$ cat src/vrhd_pkg.sv
`timescale 1ns / 1ps
// ----------------------------------------------------------------------------
// vrhd_pkg
// Shared constants and types of the versioned record header decoder.
// ----------------------------------------------------------------------------
package vrhd_pkg;

  localparam int unsigned V0HeaderSize = 15;
  localparam int unsigned V1HeaderSize = 20;
  localparam int unsigned V1Alignment  = 8;
  localparam int unsigned PosWidth     = 34;
  localparam int unsigned QueueDepthDefault = 4;

  localparam logic KindPayload = 1'b0;
  localparam logic KindSummary = 1'b1;

  // One queue entry: the results that one input byte causes.
  typedef struct packed {
    logic        pay_vld;
    logic        sum_vld;
    logic [7:0]  pay_value;
    logic [31:0] pay_index;
    logic        status;
    logic        version;
    logic [31:0] rec_ident;
    logic [63:0] timestamp;
    logic [31:0] body_len;
  } vrhd_op_t;

endpackage

$ cat src/vrhd_front.sv
`timescale 1ns / 1ps
// ----------------------------------------------------------------------------
// vrhd_front
// Accepts record bytes, tracks the header fields and the error state, and
// classifies each byte into the results it causes.
// ----------------------------------------------------------------------------
module vrhd_front (
  input  logic              clk_i,
  input  logic              rst_ni,
  input  logic              in_valid_i,
  output logic              in_stall_o,
  input  logic [7:0]        data_byte_i,
  input  logic              end_of_record_i,
  input  logic              q_full_i,
  output logic              push_o,
  output vrhd_pkg::vrhd_op_t op_o
);
  import vrhd_pkg::*;

  localparam logic [PosWidth-1:0] PosMax    = '1;
  localparam logic [PosWidth-1:0] AlignMask = PosWidth'(V1Alignment - 1);

  logic [PosWidth-1:0] pos_q, pos_d;
  logic                ver_q, ver_d;
  logic                err_q, err_d;
  logic [31:0]         id_q, id_d;
  logic [63:0]         time_q, time_d;
  logic [31:0]         len_q, len_d;

  logic                accept;
  logic                pos_small;
  logic [4:0]          pos_lo;
  logic [PosWidth-1:0] hdr;
  logic [PosWidth-1:0] data_end;
  logic [PosWidth-1:0] total;
  logic                in_body;
  logic                emit_pay;
  logic                err_fin;

  assign in_stall_o = q_full_i;
  assign accept     = in_valid_i & ~q_full_i;
  assign pos_small  = (pos_q[PosWidth-1:5] == '0);
  assign pos_lo     = pos_q[4:0];

  // Header size and payload end only matter once the header is complete, when
  // the version and length registers already hold their final values.
  assign hdr      = ver_q ? PosWidth'(V1HeaderSize) : PosWidth'(V0HeaderSize);
  assign data_end = hdr + PosWidth'(len_q);
  assign total    = ver_q ? ((data_end + AlignMask) & ~AlignMask) : data_end;
  assign in_body  = (pos_q >= hdr);
  assign emit_pay = in_body & (pos_q < data_end) & ~err_q;

  always_comb begin
    ver_d  = ver_q;
    err_d  = err_q;
    id_d   = id_q;
    time_d = time_q;
    len_d  = len_q;
    if (pos_q == '0) begin
      if (data_byte_i > 8'd1) err_d = 1'b1;
      ver_d = (data_byte_i == 8'd1);
    end else if (!ver_q) begin
      if (pos_small) begin
        for (int k = 0; k < 4; k++) begin
          if (pos_lo == 5'(k + 1)) id_d[8*k +: 8] = id_q[8*k +: 8] | data_byte_i;
        end
        for (int k = 0; k < 8; k++) begin
          if (pos_lo == 5'(k + 5)) time_d[8*k +: 8] = time_q[8*k +: 8] | data_byte_i;
        end
        for (int k = 0; k < 2; k++) begin
          if (pos_lo == 5'(k + 13)) len_d[8*k +: 8] = len_q[8*k +: 8] | data_byte_i;
        end
      end
    end else if (pos_small) begin
      if (pos_lo <= 5'd3) begin
        if (data_byte_i != 8'd0) err_d = 1'b1;
      end else if (pos_lo <= 5'd7) begin
        id_d = {id_q[23:0], data_byte_i};
      end else if (pos_lo <= 5'd15) begin
        time_d = {time_q[55:0], data_byte_i};
      end else if (pos_lo <= 5'd19) begin
        len_d = {len_q[23:0], data_byte_i};
      end
    end

    // Bytes past the payload are padding, and bytes past the padding are extra.
    if (in_body && (pos_q >= data_end)) begin
      if (pos_q < total) begin
        if (data_byte_i != 8'd0) err_d = 1'b1;
      end else begin
        err_d = 1'b1;
      end
    end

    err_fin = err_d;
    if (end_of_record_i && (!in_body || ((pos_q + 1'b1) != total))) err_fin = 1'b1;

    pos_d = (pos_q != PosMax) ? pos_q + 1'b1 : pos_q;
  end

  always_comb begin
    op_o                = '0;
    op_o.pay_vld        = emit_pay;
    op_o.sum_vld        = end_of_record_i;
    op_o.pay_value      = data_byte_i;
    op_o.pay_index      = 32'(pos_q - hdr);
    op_o.status         = err_fin;
    if (!err_fin) begin
      op_o.version        = ver_d;
      op_o.rec_ident      = id_d;
      op_o.timestamp      = time_d;
      op_o.body_len       = len_d;
    end
  end

  assign push_o = accept & (emit_pay | end_of_record_i);

  always_ff @(posedge clk_i or negedge rst_ni) begin
    if (!rst_ni) begin
      pos_q  <= '0;
      ver_q  <= 1'b0;
      err_q  <= 1'b0;
      id_q   <= '0;
      time_q <= '0;
      len_q  <= '0;
    end else if (accept) begin
      if (end_of_record_i) begin
        pos_q  <= '0;
        ver_q  <= 1'b0;
        err_q  <= 1'b0;
        id_q   <= '0;
        time_q <= '0;
        len_q  <= '0;
      end else begin
        pos_q  <= pos_d;
        ver_q  <= ver_d;
        err_q  <= err_d;
        id_q   <= id_d;
        time_q <= time_d;
        len_q  <= len_d;
      end
    end
  end

endmodule

$ cat src/vrhd_queue.sv
`timescale 1ns / 1ps
// ----------------------------------------------------------------------------
// vrhd_queue
// Short first-in first-out queue of classified bytes between front and back.
// ----------------------------------------------------------------------------
module vrhd_queue #(
  parameter int unsigned QueueDepth = vrhd_pkg::QueueDepthDefault
) (
  input  logic               clk_i,
  input  logic               rst_ni,
  input  logic               push_i,
  input  vrhd_pkg::vrhd_op_t push_op_i,
  output logic               full_o,
  input  logic               pop_i,
  output logic               empty_o,
  output vrhd_pkg::vrhd_op_t head_o
);
  import vrhd_pkg::*;

  localparam int unsigned PtrWidth = (QueueDepth > 1) ? $clog2(QueueDepth) : 1;
  localparam int unsigned CntWidth = $clog2(QueueDepth + 1);

  vrhd_op_t              mem_q [QueueDepth];
  logic [PtrWidth-1:0]   wr_ptr_q, rd_ptr_q;
  logic [CntWidth-1:0]   count_q;

  assign full_o  = (count_q == CntWidth'(QueueDepth));
  assign empty_o = (count_q == '0);
  assign head_o  = mem_q[rd_ptr_q];

  always_ff @(posedge clk_i) begin
    if (push_i) mem_q[wr_ptr_q] <= push_op_i;
  end

  always_ff @(posedge clk_i or negedge rst_ni) begin
    if (!rst_ni) begin
      wr_ptr_q <= '0;
      rd_ptr_q <= '0;
      count_q  <= '0;
    end else begin
      if (push_i) begin
        wr_ptr_q <= (wr_ptr_q == PtrWidth'(QueueDepth - 1)) ? '0 : wr_ptr_q + 1'b1;
      end
      if (pop_i) begin
        rd_ptr_q <= (rd_ptr_q == PtrWidth'(QueueDepth - 1)) ? '0 : rd_ptr_q + 1'b1;
      end
      if (push_i && !pop_i) begin
        count_q <= count_q + 1'b1;
      end else if (pop_i && !push_i) begin
        count_q <= count_q - 1'b1;
      end
    end
  end

endmodule

$ cat src/vrhd_back.sv
`timescale 1ns / 1ps
// ----------------------------------------------------------------------------
// vrhd_back
// Turns queue entries into result transactions, payload item before summary,
// through a registered output stage.
// ----------------------------------------------------------------------------
module vrhd_back (
  input  logic               clk_i,
  input  logic               rst_ni,
  input  logic               empty_i,
  input  vrhd_pkg::vrhd_op_t head_i,
  output logic               pop_o,
  output logic               out_valid_o,
  input  logic               out_stall_i,
  output logic               item_kind_o,
  output logic [7:0]         payload_value_o,
  output logic [31:0]        payload_index_o,
  output logic               status_o,
  output logic               format_version_o,
  output logic [31:0]        rec_ident_o,
  output logic [63:0]        timestamp_o,
  output logic [31:0]        body_len_o,
  output logic               last_of_run_o
);
  import vrhd_pkg::*;

  logic        out_valid_q;
  logic        pay_sent_q;
  logic        load;
  logic        send_pay;
  logic        kind_q;
  logic [7:0]  value_q;
  logic [31:0] index_q;
  logic        status_q;
  logic        version_q;
  logic [31:0] id_q;
  logic [63:0] time_q;
  logic [31:0] len_q;
  logic        last_q;

  assign load     = ~empty_i & (~out_valid_q | ~out_stall_i);
  assign send_pay = head_i.pay_vld & ~pay_sent_q;
  // An entry with both results stays at the head until its summary has gone.
  assign pop_o    = load & (~send_pay | ~head_i.sum_vld);

  always_ff @(posedge clk_i or negedge rst_ni) begin
    if (!rst_ni) begin
      out_valid_q <= 1'b0;
      pay_sent_q  <= 1'b0;
    end else begin
      if (load) begin
        out_valid_q <= 1'b1;
      end else if (!out_stall_i) begin
        out_valid_q <= 1'b0;
      end
      if (load) pay_sent_q <= send_pay & head_i.sum_vld;
    end
  end

  always_ff @(posedge clk_i) begin
    if (load) begin
      if (send_pay) begin
        kind_q    <= KindPayload;
        value_q   <= head_i.pay_value;
        index_q   <= head_i.pay_index;
        status_q  <= 1'b0;
        version_q <= 1'b0;
        id_q      <= '0;
        time_q    <= '0;
        len_q     <= '0;
        last_q    <= ~head_i.sum_vld;
      end else begin
        kind_q    <= KindSummary;
        value_q   <= '0;
        index_q   <= '0;
        status_q  <= head_i.status;
        version_q <= head_i.version;
        id_q      <= head_i.rec_ident;
        time_q    <= head_i.timestamp;
        len_q     <= head_i.body_len;
        last_q    <= 1'b1;
      end
    end
  end

  assign out_valid_o      = out_valid_q;
  assign item_kind_o      = kind_q;
  assign payload_value_o  = value_q;
  assign payload_index_o  = index_q;
  assign status_o         = status_q;
  assign format_version_o = version_q;
  assign rec_ident_o      = id_q;
  assign timestamp_o      = time_q;
  assign body_len_o       = len_q;
  assign last_of_run_o    = last_q;

endmodule

$ cat src/versioned_record_header_decoder_top.sv
`timescale 1ns / 1ps
// ----------------------------------------------------------------------------
// versioned_record_header_decoder_top
// Byte-stream decoder for version 0 and version 1 record headers.
// ----------------------------------------------------------------------------
// Input channel: one record byte per transaction on data_byte_i, with
// end_of_record_i high on the final byte. A byte is taken when in_valid_i is
// high and in_stall_o is low. Output channel: one result per transaction,
// taken when out_valid_o is high and out_stall_i is low.
// Each payload byte produces a payload item unless an earlier byte of the
// record set the error flag; the final byte also produces a summary with
// status, version, id, timestamp and length. A final byte that is also
// payload gives two results, payload first. The front stage accepts one byte
// per cycle while the queue is not full; a result passes through the queue
// and the output register; the output delivers one result per cycle while
// out_stall_i is low. When the receiver stalls, results collect in a queue
// of QueueDepth entries; the input stalls only once that queue is full.
// Reset clears the byte position, header fields and error flag, and empties
// the queue and the output register. After each final byte the front stage
// also returns its position, header fields and error flag to that state.
// ----------------------------------------------------------------------------
module versioned_record_header_decoder_top #(
  parameter int unsigned QueueDepth = vrhd_pkg::QueueDepthDefault
) (
  input  logic        clk_i,
  input  logic        rst_ni,
  input  logic        in_valid_i,
  output logic        in_stall_o,
  input  logic [7:0]  data_byte_i,
  input  logic        end_of_record_i,
  output logic        out_valid_o,
  input  logic        out_stall_i,
  output logic        item_kind_o,
  output logic [7:0]  payload_value_o,
  output logic [31:0] payload_index_o,
  output logic        status_o,
  output logic        format_version_o,
  output logic [31:0] rec_ident_o,
  output logic [63:0] timestamp_o,
  output logic [31:0] body_len_o,
  output logic        last_of_run_o
);
  import vrhd_pkg::*;

  logic     q_full;
  logic     q_empty;
  logic     push;
  logic     pop;
  vrhd_op_t push_op;
  vrhd_op_t head_op;

  vrhd_front u_front (
    .clk_i           (clk_i),
    .rst_ni          (rst_ni),
    .in_valid_i      (in_valid_i),
    .in_stall_o      (in_stall_o),
    .data_byte_i     (data_byte_i),
    .end_of_record_i (end_of_record_i),
    .q_full_i        (q_full),
    .push_o          (push),
    .op_o            (push_op)
  );

  vrhd_queue #(
    .QueueDepth (QueueDepth)
  ) u_queue (
    .clk_i     (clk_i),
    .rst_ni    (rst_ni),
    .push_i    (push),
    .push_op_i (push_op),
    .full_o    (q_full),
    .pop_i     (pop),
    .empty_o   (q_empty),
    .head_o    (head_op)
  );

  vrhd_back u_back (
    .clk_i            (clk_i),
    .rst_ni           (rst_ni),
    .empty_i          (q_empty),
    .head_i           (head_op),
    .pop_o            (pop),
    .out_valid_o      (out_valid_o),
    .out_stall_i      (out_stall_i),
    .item_kind_o      (item_kind_o),
    .payload_value_o  (payload_value_o),
    .payload_index_o  (payload_index_o),
    .status_o         (status_o),
    .format_version_o (format_version_o),
    .rec_ident_o      (rec_ident_o),
    .timestamp_o      (timestamp_o),
    .body_len_o       (body_len_o),
    .last_of_run_o    (last_of_run_o)
  );

endmodule
$ cat config.mk
export PLATFORM = sky130hd
export DESIGN_NAME = versioned_record_header_decoder_top
export DESIGN_NICKNAME = d
export VERILOG_FILES = /design/src/vrhd_pkg.sv /design/src/vrhd_front.sv /design/src/vrhd_queue.sv /design/src/vrhd_back.sv /design/src/versioned_record_header_decoder_top.sv
export SDC_FILE = /design/constraint.sdc
export NUM_CORES = 1
export LEC_CHECK = 0
export BUFFER_PORTS_ARGS = -buffer_cell sky130_fd_sc_hd__buf_2
export CORE_AREA = 2 2 424 216
export DETAILED_ROUTE_END_ITERATION = 10
export DIE_AREA = 0 0 426 218
export PLACE_DENSITY = 0.8
export SLEW_MARGIN = 25
export SYNTH_ARGS = -nofsm -noshare
export SYNTH_HDL_FRONTEND = slang
export SYNTH_SLANG_ARGS = --single-unit
export TNS_END_PERCENT = 50
$ cat constraint.sdc
create_clock -name clk_i -period 11 [get_ports clk_i]
set_input_delay 0.55 -clock clk_i [delete_from_list [all_inputs] [get_ports clk_i]]
set_output_delay 0.55 -clock clk_i [all_outputs]
set_load 0.05 [all_outputs]
==> results of run 1 <==
-- where the power goes --
group	leakage (uW)	switching (uW)	total (uW)	internal (uW)
logic	0.00720	3170	4560	1390
registers	0.0101	343	5450	5110
clock network	0.00146	1460	3250	1790
total	0.0188	4980	13300	8280
-- cell usage in the layout, fill, tap and decap left out, types with 38 or more instances in the layout --
master     netlist  layout
nor2_1         127     125
ha_1            87      87
a22o_1          88      88
clkbuf_16        0      92
nand2_1        265     265
xnor2_1         73      73
o21ai_0        150     149
nand3_1        138     137
a21oi_1         41      40
xor2_1          54      54
a22oi_1         65      65
edfxtp_1       860     860
o31ai_1         41      40
a2111oi_2       40      40
mux4_2         171     171
dfrtp_1        173     171
buf_2           12     184
mux2i_1         75      75
buf_4            6      39
and2_1         180     176
o31ai_2         69      70
nand4_1         41      41
nor3_1          39      38
-- kinds of logic after synthesis --
| kind of cell | Yosys count | share of synthesized area [%] |
|---|---|---|
| flip-flops | 1033 | 62.1 |
| AND/OR/NAND/NOR | 920 | 9.89 |
| AO/OA/AOI/OAI | 626 | 10.5 |
| buffers and inverters | 289 | 2.72 |
| multiplexers | 253 | 9.64 |
| XOR/XNOR | 139 | 2.84 |
| adder cells (fa/ha/maj) | 90 | 2.36 |
| other | 1 | 0.00772 |
-- worst max-delay path, cell delays in order, from the launching register on --
cell and delay, ns:
dfrtp_1 0.71, inv_1 0.34, ha_1 0.34, fa_1 0.47, o21ai_2 0.26, a211oi_2 0.25, xnor2_1 0.42, clkinv_2 0.23
or4_1 0.79, nor3_1 0.72, nor4b_4 0.41, xor2_1 0.19, ha_1 0.26, a21o_1 0.18, a21o_1 0.16, a21oi_1 0.14
o2111ai_1 0.18, a211oi_1 0.27, a31oi_1 0.13, o311ai_0 0.13, and3_4 0.57, inv_2 0.15, buf_4 0.36, a2111oi_2 0.57
-- stage by stage --
step | utilization [%] | cell area, um^2 | total power (uW)
after floorplan | - | 48600 | 8880
after global placement | 56.3 | 50400 | 10000
after detailed placement | 56.4 | 50400 | 10100
after CTS | 59.7 | 53400 | 13300
after global routing | 59.8 | 53400 | 13800
final | 59.8 | 53400 | 13300
-- per-layer routing --
metal  track usage [%]  routed length (um)  vias up
met1              44.8               57400    15600
met3              8.42               16400      170
met2              35.2               50400     1904
li1                  -                   -    13200
met5                 0                   0        -
met4              5.42                2070        0
-- worst paths after layout --
path / from / to / slack (ns) / cells after the start
worst max-delay path: u_front.ver_q$_DFFE_PN0P_ / u_queue.mem_q[3][38]$_DFFE_PP_ / 2.36 / 23
worst min-delay path: out_stall_i / u_back.out_valid_o$_DFFE_PN0P_ / 0.12 / 3
worst max register to register: u_front.ver_q$_DFFE_PN0P_ / u_queue.mem_q[3][38]$_DFFE_PP_ / 2.36 / 23
worst min register to register: u_front.time_q[56]$_DFFE_PN0P_ / u_front.time_q[56]$_DFFE_PN0P_ / 0.51 / 1
max in group asynchronous: rst_ni / u_front.time_q[12]$_DFFE_PN0P_ / 9.24 / 3
min in group asynchronous: rst_ni / u_front.pos_q[12]$_DFFE_PN0P_ / 0.40 / 2
-- state kept, by name, indices dropped and copies added, names as in the netlist, 2 cells and up --
register	cells
u_back.payload_index_o	32
u_front.len_q	32
u_queue.count_q	3
u_back.payload_value_o	8
u_queue.wr_ptr_q	2
u_back.body_len_o	32
u_front.pos_q	34
u_back.timestamp_o	64
u_front.id_q	32
u_queue.mem_q	688
u_front.time_q	64
u_queue.rd_ptr_q	2
u_back.rec_ident_o	32
-- repair_timing --
action	4_1_cts	5_1_grt
hold buffers	1	0
hold endpoints to repair	51	0
gates resized for setup	0	0
endpoints found under the setup margin	0	0
-- area by class of cell --
type	instances	area [um^2]	share of cell area, %
clock buffer	117	2480	4.63
clock inverter	48	495	0.927
inverter	41	156	0.293
multi-input combinational	2029	17200	32.2
sequential	1033	30200	56.5
tap	1200	1500	2.81
timing repair buffer	234	1420	2.66
==> impl_metrics.env, run 1 <==
export IMPL_peakVddDrop_v=0.000198
export IMPL_critPathKind="register to register"
export IMPL_viasPerCell=6.55
export IMPL_drive_gt1_share_pct=20.5
export IMPL_cellPowerDensity_nw_per_um2=248
export IMPL_root_buffer="clkbuf_16"
export IMPL_insertedDiodeCount=0
export IMPL_cts_sinks=1033
export IMPL_finalHoldViolations=0
export IMPL_fin_setup_tns_ns=0
export IMPL_io_pins=187
export IMPL_die_area_um2=92900
export IMPL_syn_nets=3454
export IMPL_synth_cells=3351
export IMPL_first_pass_iters=6
export IMPL_synth_edf_count=860
export IMPL_die_x_um=426
export IMPL_setup_viol=0
export IMPL_yosys_register_bits=1033
export IMPL_final_cells=4702
export IMPL_start_util_pct=54.3
export IMPL_maxSlewViolCount=0
export IMPL_cts_made_buffers=89
export IMPL_postCtsSetupBuffers=0
export IMPL_max_freq_mhz=116
export IMPL_antenna_found_initial=6
export IMPL_dp_slack_ns=2.70
export IMPL_maxCapViolations=0
export IMPL_synthFlopType="edfxtp_1"
export IMPL_grt_ovfl_total=0
export IMPL_syn_to_final_growth_pct=9.99
export IMPL_cp_end_kind="register"
export IMPL_nNetsFinal=3531
export IMPL_clk_path_buf_depth=3
export IMPL_max_slew_margin_rel_pct=28.4
export IMPL_dp_hpwl_mm=82.0
export IMPL_async_flop_share_pct=16.7
export IMPL_drtIter0Drc=4697
export IMPL_worstMarginPinSlew_ns=1.06
export IMPL_status="finished, final reports clean"
export IMPL_seq_area_frac_synth_pct=62.1
export IMPL_p_leak_uw=0.0188
export IMPL_critPathLaunchType="register"
export IMPL_wl_per_cell_um=26.8
export IMPL_setup_slack_ns=2.36
export IMPL_wirelength_mm=126
export IMPL_grt_usage_pct=27.3
export IMPL_grt_max_degree=145
export IMPL_drc=0
export IMPL_num_vias=30800
export IMPL_cp_max_fo=38
export IMPL_die_y_um=218
export IMPL_arrival_ns=9.04
export IMPL_gp_congestion=0.987
export IMPL_synth_area_leaders="edfxtp_1 53%, dfrtp_1 8.9%, mux4_2 7.9%"
export IMPL_clk_latency_ns=0.70
export IMPL_worstPathRequired_ns=11.40
export IMPL_grt_pass1_wl_mm=191
export IMPL_syn_avg_cell_area_um2=14.5
export IMPL_synthDominantCellAreaShare_pct=53.2
export IMPL_synth_commonest_cells="860 x edfxtp_1, 265 x nand2_1, 180 x and2_1"
export IMPL_cts_tree="done"
export IMPL_rows=78
export IMPL_rsz0062_at_grt="no"
export IMPL_path_clk_slew_ns=0.07
export IMPL_fin_crit_ns=8.64
export IMPL_syn_area_um2=48600
export IMPL_grt_pass1_vias=29000
export IMPL_timing_final_crit_share_pct=78.6
export IMPL_skew_ns=0.0291
export IMPL_synth_most_common_cell="edfxtp_1"
export IMPL_h_tree_depth=3
export IMPL_portBuffers=186
export IMPL_whs_ns=0.118
export IMPL_antenna_left=0
export IMPL_hold_path_class="input pin to register"
export IMPL_place_inst=4534
export IMPL_fill_cells=6758
export IMPL_design_core_area_um2=89400
export IMPL_synth_cell_types=102
export IMPL_synth_top_area_cell="edfxtp_1"
export IMPL_yosys_warnings=0
(Power assumes the default switching activity.)
==> inputs of run 2 (changes only) <==
ABC_AREA = 1   (was default)
CORE_AREA = 2 2 421 214   (was 2 2 424 216)
DIE_AREA = 0 0 423 216   (was 0 0 426 218)
PLACE_DENSITY = 0.78   (was 0.8)
clock period = 8.3 ns   (was 11 ns; I/O delays follow)
==> impl_metrics.env, run 2 <==
export IMPL_clk_path_buf_depth=3
export IMPL_hold_path_class="input pin to register"
export IMPL_setup_viol=0
export IMPL_cp_max_fo=69
export IMPL_syn_nets=4602
export IMPL_max_slew_margin_rel_pct=26.2
export IMPL_grt_pass1_vias=32000
export IMPL_peakVddDrop_v=0.000348
export IMPL_maxSlewViolCount=0
export IMPL_holdPathEnd="u_queue.mem_q[0][169]$_DFFE_PP_"
export IMPL_wirelength_mm=137
export IMPL_p_leak_uw=0.0200
export IMPL_path_clk_slew_ns=0.08
export IMPL_finalHoldViolations=0
export IMPL_layout_commonest_cell="edfxtp_1"
export IMPL_cts_made_buffers=90
export IMPL_cellPowerDensity_nw_per_um2=330
export IMPL_regToRegStartpoint="u_front.ver_q$_DFFE_PN0P_"
export IMPL_largest_register_ffs=688
export IMPL_place_inst=5685
export IMPL_r2r_end="u_queue.mem_q[0][122]$_DFFE_PP_"
export IMPL_synth_edf_count=860
export IMPL_grt_max_degree=121
export IMPL_async_flop_share_pct=16.7
export IMPL_reg2reg_setup_slack_ns=1.42
export IMPL_die_x_um=423
export IMPL_drive_gt1_share_pct=11.8
export IMPL_synth_area_leaders="edfxtp_1 54%, dfrtp_1 9.0%, nor2_1 5.3%"
export IMPL_cts_sinks=1033
export IMPL_post_route_cell_area_um2=52900
export IMPL_rsz0062_at_grt="no"
export IMPL_synthDominantCellAreaShare_pct=53.9
export IMPL_antenna_found_initial=2
export IMPL_syn_avg_cell_area_um2=10.6
export IMPL_io_pins=187
export IMPL_num_vias=35300
export IMPL_viasPerCell=6.03
export IMPL_seq_area_frac_synth_pct=63.0
export IMPL_fin_setup_tns_ns=0
export IMPL_synth_cells=4499
export IMPL_status="finished, final reports clean"
export IMPL_skew_ns=0.0438
export IMPL_report_power_total_uw=17500
export IMPL_whs_ns=0.0991
export IMPL_synth_cell_types=56
export IMPL_max_freq_mhz=145
export IMPL_regMostFlops="u_queue.mem_q"
export IMPL_antenna_left=0
export IMPL_root_buffer="clkbuf_16"
export IMPL_design_core_area_um2=87700
export IMPL_grt_usage_pct=29.5
export IMPL_arrival_ns=7.25
export IMPL_start_util_pct=54.6
export IMPL_die_y_um=216
export IMPL_nNetsFinal=4704
export IMPL_synthFlopType="edfxtp_1"
export IMPL_worstPathRequired_ns=8.67
export IMPL_dp_hpwl_mm=90.7
export IMPL_fin_crit_ns=6.88
export IMPL_h_tree_depth=3
export IMPL_drc=0
export IMPL_yosys_warnings=0
export IMPL_drtIter0Drc=5680
export IMPL_die_area_um2=91400
export IMPL_critPathKind="register to register"
export IMPL_critPathLaunchType="register"
export IMPL_syn_to_final_growth_pct=10.4
export IMPL_portBuffers=186
export IMPL_synth_commonest_cells="860 x edfxtp_1, 670 x nor2_1, 599 x nand2_1"
export IMPL_grt_pass1_wl_mm=203
export IMPL_cts_tree="done"
export IMPL_rows=77
export IMPL_wl_per_cell_um=23.3
export IMPL_grt_ovfl_total=0
export IMPL_layout_common_cells="860 x edfxtp_1, 666 x nor2_1, 597 x nand2_1"
export IMPL_postCtsSetupBuffers=0
export IMPL_final_cells=5862
export IMPL_cp_end_kind="register"
export IMPL_synth_top_area_cell="edfxtp_1"
export IMPL_maxCapViolations=0
export IMPL_yosys_register_bits=1033
export IMPL_synth_most_common_cell="edfxtp_1"
export IMPL_postPlaceCellArea_um2=49800
export IMPL_timing_final_crit_share_pct=82.9
export IMPL_gp_congestion=1.04
export IMPL_clk_latency_ns=0.72
export IMPL_worstHoldStart="data_byte_i[7]"
export IMPL_syn_area_um2=47900
export IMPL_reg2reg_depth=24
export IMPL_first_pass_iters=6
export IMPL_worstMarginPinSlew_ns=1.10
export IMPL_holdPathStages=1
run 2: kinds of logic (layout without fill, tap and decap cells):
family                   after synthesis  count (layout)  share of synthesized area, %
AO/OA/AOI/OAI                        974             974                          11.8
XOR/XNOR                              66              66                          1.24
adder cells (fa/ha/maj)               90              90                          2.40
buffers and inverters                677             853                          5.72
flip-flops                          1033            1033                          63.0
multiplexers                           1               1                        0.0235
other                                  1               3                       0.00783
AND/OR/NAND/NOR                     1657            1657                          15.8
run 2: final cells by class:
| type | count | area [um^2] |
|---|---|---|
| repair buffers | 238 | 1440 |
| clock buffers | 113 | 2390 |
| inverters | 449 | 1710 |
| fillers | 7001 | 34800 |
| clock inverters | 53 | 593 |
| diodes | 2 | 5.00 |
| well taps | 1185 | 1480 |
| multi-input cells | 2789 | 15100 |
| flip-flops and latches | 1033 | 30200 |
run 2: worst max path at each step:
| stage | slack [ns] | endpoint | cells after the start | start |
|---|---|---|---|---|
| floorplan | -0.20 | u_queue.mem_q[0][0]$_DFFE_PP_ | 19 | u_front.ver_q$_DFFE_PN0P_ |
| global placement | 2.04 | u_queue.mem_q[0][122]$_DFFE_PP_ | 28 | u_front.ver_q$_DFFE_PN0P_ |
| detailed placement | 1.76 | u_queue.mem_q[0][122]$_DFFE_PP_ | 28 | u_front.ver_q$_DFFE_PN0P_ |
| CTS | 1.70 | u_queue.mem_q[0][122]$_DFFE_PP_ | 28 | u_front.ver_q$_DFFE_PN0P_ |
| global route | 1.0 | u_queue.mem_q[3][0]$_DFFE_PP_ | 28 | u_front.ver_q$_DFFE_PN0P_ |
| finish | 1.42 | u_queue.mem_q[0][122]$_DFFE_PP_ | 24 | u_front.ver_q$_DFFE_PN0P_ |
run 2: repair_timing:
| item | in CTS | in global routing |
|---|---|---|
| resized for setup | 0 | 0 |
| hold endpoints to repair | 71 | 0 |
| hold buffers | 8 | 0 |
run 2: routing by layer:
| layer | up-vias | track usage (%) | part of all wire, % |
|---|---|---|---|
| met1 | 17100 | 47.4 | 45 |
| met3 | 205 | 10.5 | 14 |
| met2 | 2084 | 37.4 | 39 |
| met5 | - | 0 | 0.097 |
| met4 | 2 | 6.30 | 1.9 |
| li1 | 15900 | - | - |
run 2: metrics by stage:
step	util, %	worst slack (ns)
CTS	60.3	1.70
global placement	56.7	2.04
detailed placement	56.8	1.76
finish	60.3	1.42
floorplan	-	-0.203
global route	60.3	1.00
run 2: where the power goes:
part / internal, uW / switching [uW]
clock: 2350 / 1970
sequential: 6750 / 298
combinational: 1270 / 4820
total: 10400 / 7090
run 2: critical path, cell delays in order (launching register included):
cell and delay [ns]:
dfrtp_1 0.43, inv_2 0.24, buf_4 0.38, fa_1 0.43, nand3_2 0.14, nand2_2 0.16, nand3_1 0.11, nand2_1 0.23
nand2_1 0.15, nand2_1 0.25, nor2_1 0.11, nand3_1 0.25, nor2_1 0.11, nand2_1 0.13, nand2_1 0.11, ha_1 0.31
nand4_1 0.16, o31ai_1 0.63, nand2_1 0.17, nand3_1 0.22, a21oi_1 0.10, o21a_1 0.26, nand2_8 0.68, buf_4 0.49
nor2_1 0.15
